[src/rtl/sti_pkg.sv]
package sti_pkg;

   localparam int WORD_WIDTH       = 64;
   localparam int MAX_GROUP_BITS   = 8;
   localparam int WAYS             = 8;
   localparam int WAY_BITS         = $clog2(WAYS);
   localparam int INDEX_BITS       = WAY_BITS + MAX_GROUP_BITS;
   localparam int TABLE_DEPTH      = WAYS << MAX_GROUP_BITS;
   localparam int ENTRY_WIDTH      = 2 * WORD_WIDTH;
   localparam int GROUP_BITS_WIDTH = 4;
   localparam int ACTION_WIDTH     = 2;

   localparam int ONE_T_BIT  = 62;
   localparam int VALID_BIT  = 27;
   localparam int SHIFT_256M = 28;
   localparam int SHIFT_1T   = 40;

   localparam logic [ACTION_WIDTH-1:0] ACT_PRESENT = 2'd0;
   localparam logic [ACTION_WIDTH-1:0] ACT_FREE    = 2'd1;
   localparam logic [ACTION_WIDTH-1:0] ACT_CASTOUT = 2'd2;

   typedef struct packed {
      logic [WORD_WIDTH-1:0] vsid_word;
      logic [WORD_WIDTH-1:0] esid_word;
   } req_type;

   typedef struct packed {
      logic [ACTION_WIDTH-1:0] action;
      logic [INDEX_BITS-1:0]   entry_index;
   } rsp_type;

   typedef enum logic [2:0] {
      ST_CLEAR,
      ST_IDLE,
      ST_SCAN,
      ST_DRAIN,
      ST_WRITE
   } state_type;

   typedef struct packed {
      logic clear;
      logic load;
      logic scan;
      logic finish;
   } cmd_type;

   typedef struct packed {
      logic clear_last;
      logic scan_last;
   } stat_type;

endpackage

[src/rtl/sti_ctrl.sv]
module sti_ctrl (
   input  logic              clock,
   input  logic              reset,
   input  logic              start,
   input  sti_pkg::stat_type stat,
   output sti_pkg::cmd_type  cmd,
   output logic              busy
);

   import sti_pkg::*;

   state_type state_ff;
   state_type state_in;

   always_ff @(posedge clock) begin
      if (reset) begin
         state_ff <= ST_CLEAR;
      end else begin
         state_ff <= state_in;
      end
   end

   always_comb begin
      state_in = state_ff;
      unique case (state_ff)
         ST_CLEAR: begin
            if (stat.clear_last) begin
               state_in = ST_IDLE;
            end
         end
         ST_IDLE: begin
            if (start) begin
               state_in = ST_SCAN;
            end
         end
         ST_SCAN: begin
            if (stat.scan_last) begin
               state_in = ST_DRAIN;
            end
         end
         ST_DRAIN: state_in = ST_WRITE;
         ST_WRITE: state_in = ST_IDLE;
         default:  state_in = ST_CLEAR;
      endcase
   end

   always_comb begin
      cmd  = '0;
      busy = 1'b1;
      unique case (state_ff)
         ST_CLEAR: cmd.clear = 1'b1;
         ST_IDLE: begin
            busy     = 1'b0;
            cmd.load = start;
         end
         ST_SCAN:  cmd.scan = 1'b1;
         ST_DRAIN: cmd = '0;
         ST_WRITE: cmd.finish = 1'b1;
         default:  cmd = '0;
      endcase
   end

endmodule

[config.mk]
export PLATFORM = sky130hd
export DESIGN_NAME = sti_ctrl
export DESIGN_NICKNAME = d
export VERILOG_FILES = /design/src/rtl/sti_pkg.sv /design/src/rtl/sti_ctrl.sv
export SDC_FILE = /design/constraint.sdc
export NUM_CORES = 1
export LEC_CHECK = 0
export ABC_AREA = 1
export BUFFER_PORTS_ARGS = -buffer_cell sky130_fd_sc_hd__buf_2
export CORE_AREA = 5 5 42 44
export CTS_CLUSTER_DIAMETER = 200
export DETAILED_ROUTE_END_ITERATION = 8
export DIE_AREA = 0 0 47 49
export GPL_TIMING_DRIVEN = 0
export RECOVER_POWER = 50
export SYNTH_ARGS = -nofsm -noshare
export SYNTH_HDL_FRONTEND = slang
export SYNTH_SLANG_ARGS = --single-unit
[constraint.sdc]
create_clock -name clock -period 2.5 [get_ports clock]
set_input_delay 0 -clock clock [delete_from_list [all_inputs] [get_ports clock]]
set_output_delay 0 -clock clock [all_outputs]
set_load 0.03 [all_outputs]
==> flow_summary.ini <==
[global_route]
antenna_found_initial = 0
grt_pass1_wl_um = 800
grt_max_degree = 6
gr-total-overflow = 0
grt_usage = 0.05415
grt_pass1_vias = 220

[placed_design]
place_congestion = 0.6327
portBuffers = 9
placed_cell_area_um2 = 251.5
hpwl_um = 401.6
placed_cells = 56

[final_layout]
stdcell_area_um2 = 286.5
top_register = state_ff
drive_gt1_frac = 0.2889
diodes = 0
largest_register_ffs = 3
reg.largest.list = state_ff x3
area_delta_synth_final_pct = 53.69
fin_cells = 61
n_fill_cell = 174
fin_nets = 51

[synth]
synth_edf_count = 0
yosysWarnings = 0
synthTopCellsByCount = inv_1, nor2_1, nand2_1
syn_area_per_cell_um2 = 6.014
post-synth-top-area-cell = dfxtp_1
ys_seq_area_frac = 0.3221
ys_seq_elements = 3
postSynthCellCount = 31
synth_area_um2 = 186.4
synth_top_area_frac = 0.3221
synth_nets = 36
yosysUniqueCellTypes = 11
synth_most_common_cell = inv_1
synthArstFlopShare = 0
synth_area_leaders = dfxtp_1, inv_1, nor2_1, nand2_1, nand3_1
synth_flop_cell = dfxtp_1

[floorplan]
die-area_um2 = 2303
fp.coreArea_um2 = 1401
die_w_um = 47
start_util = 0.1330
io_pins = 10
fp.dieH_um = 49
num_rows = 14

[detailed_routing]
wire_per_inst_um = 7.885
dr.pass1.iters = 2
viasPerCell = 3.656
drt_drc_violations_left = 0
m1WireLength_um = 190
initialDrtViolationCount = 5
ant_nets = 0
wl_met3_um = 48
maxUsedRoutingLayer = met4
vias = 223
wirelength_um = 481
wl_met2_um = 229

[sta]
setup_tns_ns = 0
worstMarginPinSlew_ns = 0.3654
period_share = 0.4429
drv_slew = 0
final.min_clock_period_ns = 1.107
clock_skew_ns = 0.0005183
hold_slack_ns = 0.1004
max_freq_mhz = 903.2
setup_violations = 0
rsz0062_at_grt = no
maxSlewHeadroom = 0.7574
hold_viol = 0

[setup_path]
crit_path_max_fanout = 5
rr_endpoint = state_ff[0]
r2r_cells = 6
crit_arrival_ns = 1.11
cp-end-kind = primary output
startpoint_type = flip-flop
required_ns = 2.50
critPathKind = flip-flop to primary output
r2r-start = state_ff[0]
ff2ff_setup_slack_ns = 1.55

[power]
powerDensity_nw_per_um2 = 870.7
vdd_ir_drop_max_mv = 0.2385
p_total_uw = 249.5
leakagePower_nw = 0.1673

[clock_tree]
cts_num_sinks = 3
clk_pin_slew_worst_paths_ns = 0.04
cts_resized = 0
holdBufCountCts = 1
cts_buffer_depth = 2
worst_skew_pair.late_latency_ns = 0.23
cts_tree = yes
cts_buffers = 3
post_cts_buffers = 0
cts-htree-levels = 1
clock-root-buffer = clkbuf_4

[worst_hold_path]
min_delay_path_depth = 3
hold_start = start
min_path_type = primary input to flip-flop
holdPathEnd = state_ff[1]

[flow_run]
drv_cap = 0

[status]
status = finished clean
==> final cells by class <==
class	instances	area (um^2)	area share
Sequential cell	3	60.06	0.2096
Clock buffer	4	26.28	0.09170
Inverter	9	33.78	0.1179
Timing Repair Buffer	10	53.80	0.1878
Tap cell	16	20.02	0.06987
Multi-Input combinational cell	19	92.59	0.3231
==> power breakdown <==
group	switching, mW	leakage [nW]	total (mW)	internal (mW)
combinational	0.0724	0.128	0.104	0.0317
clock	0.0240	0.0150	0.0838	0.0597
sequential	0.00565	0.0247	0.0616	0.0560
==> layer usage <==
metal,up-vias,GRT usage
li1,121,-
met1,91,0.05252
met2,9,0.06561
met3,2,0.04428
met4,0,0.05530
met5,-,0
==> worst max path at each step <==
stage                      startpoint     endpoint  slack, ns
final                     state_ff[2]         busy       1.39
after global routing      state_ff[2]         busy       1.31
after CTS                 state_ff[1]       cmd[1]       1.37
after detailed placement  state_ff[1]  state_ff[1]       1.56
after global placement    state_ff[0]  state_ff[0]       1.57
after floorplan           state_ff[1]       cmd[2]       1.41
==> stage by stage <==
stage / setup slack [ns] / utilization
after floorplan: 1.413 / -
after global placement: 1.569 / 0.1795
after detailed placement: 1.556 / 0.1795
after CTS: 1.366 / 0.2054
after global routing: 1.313 / 0.2045
final: 1.393 / 0.2045
==> cells by family (layout without fill, tap and decap cells) <==
kind of cell | count (synthesis) | count (layout) | synth area share
DFF | 3 | 3 | 0.3222
buffers and inverters | 9 | 23 | 0.1812
AOI/OAI and AO/OA | 3 | 3 | 0.09398
and+or+nand+nor | 16 | 16 | 0.4027
==> worst max-delay path, cell delays in order, from the launching register on <==
cell and delay, ns:
dfxtp_1 0.38, inv_2 0.08, nand3_2 0.10, clkbuf_1 0.32
==> layout by cell type, fill, tap and decap left out, drive strengths merged <==
cell type,Yosys,final
inv,9,9
buf,0,8
nor2,7,7
clkbuf,0,5
nand2,4,4
dfxtp,3,3
nand3,3,3
o21ai,2,2
nand3b,1,1
nor4,1,1
o21bai,1,1
dlygate4sd3,0,1
No activity file was read; power rests on OpenSTA's default activity.
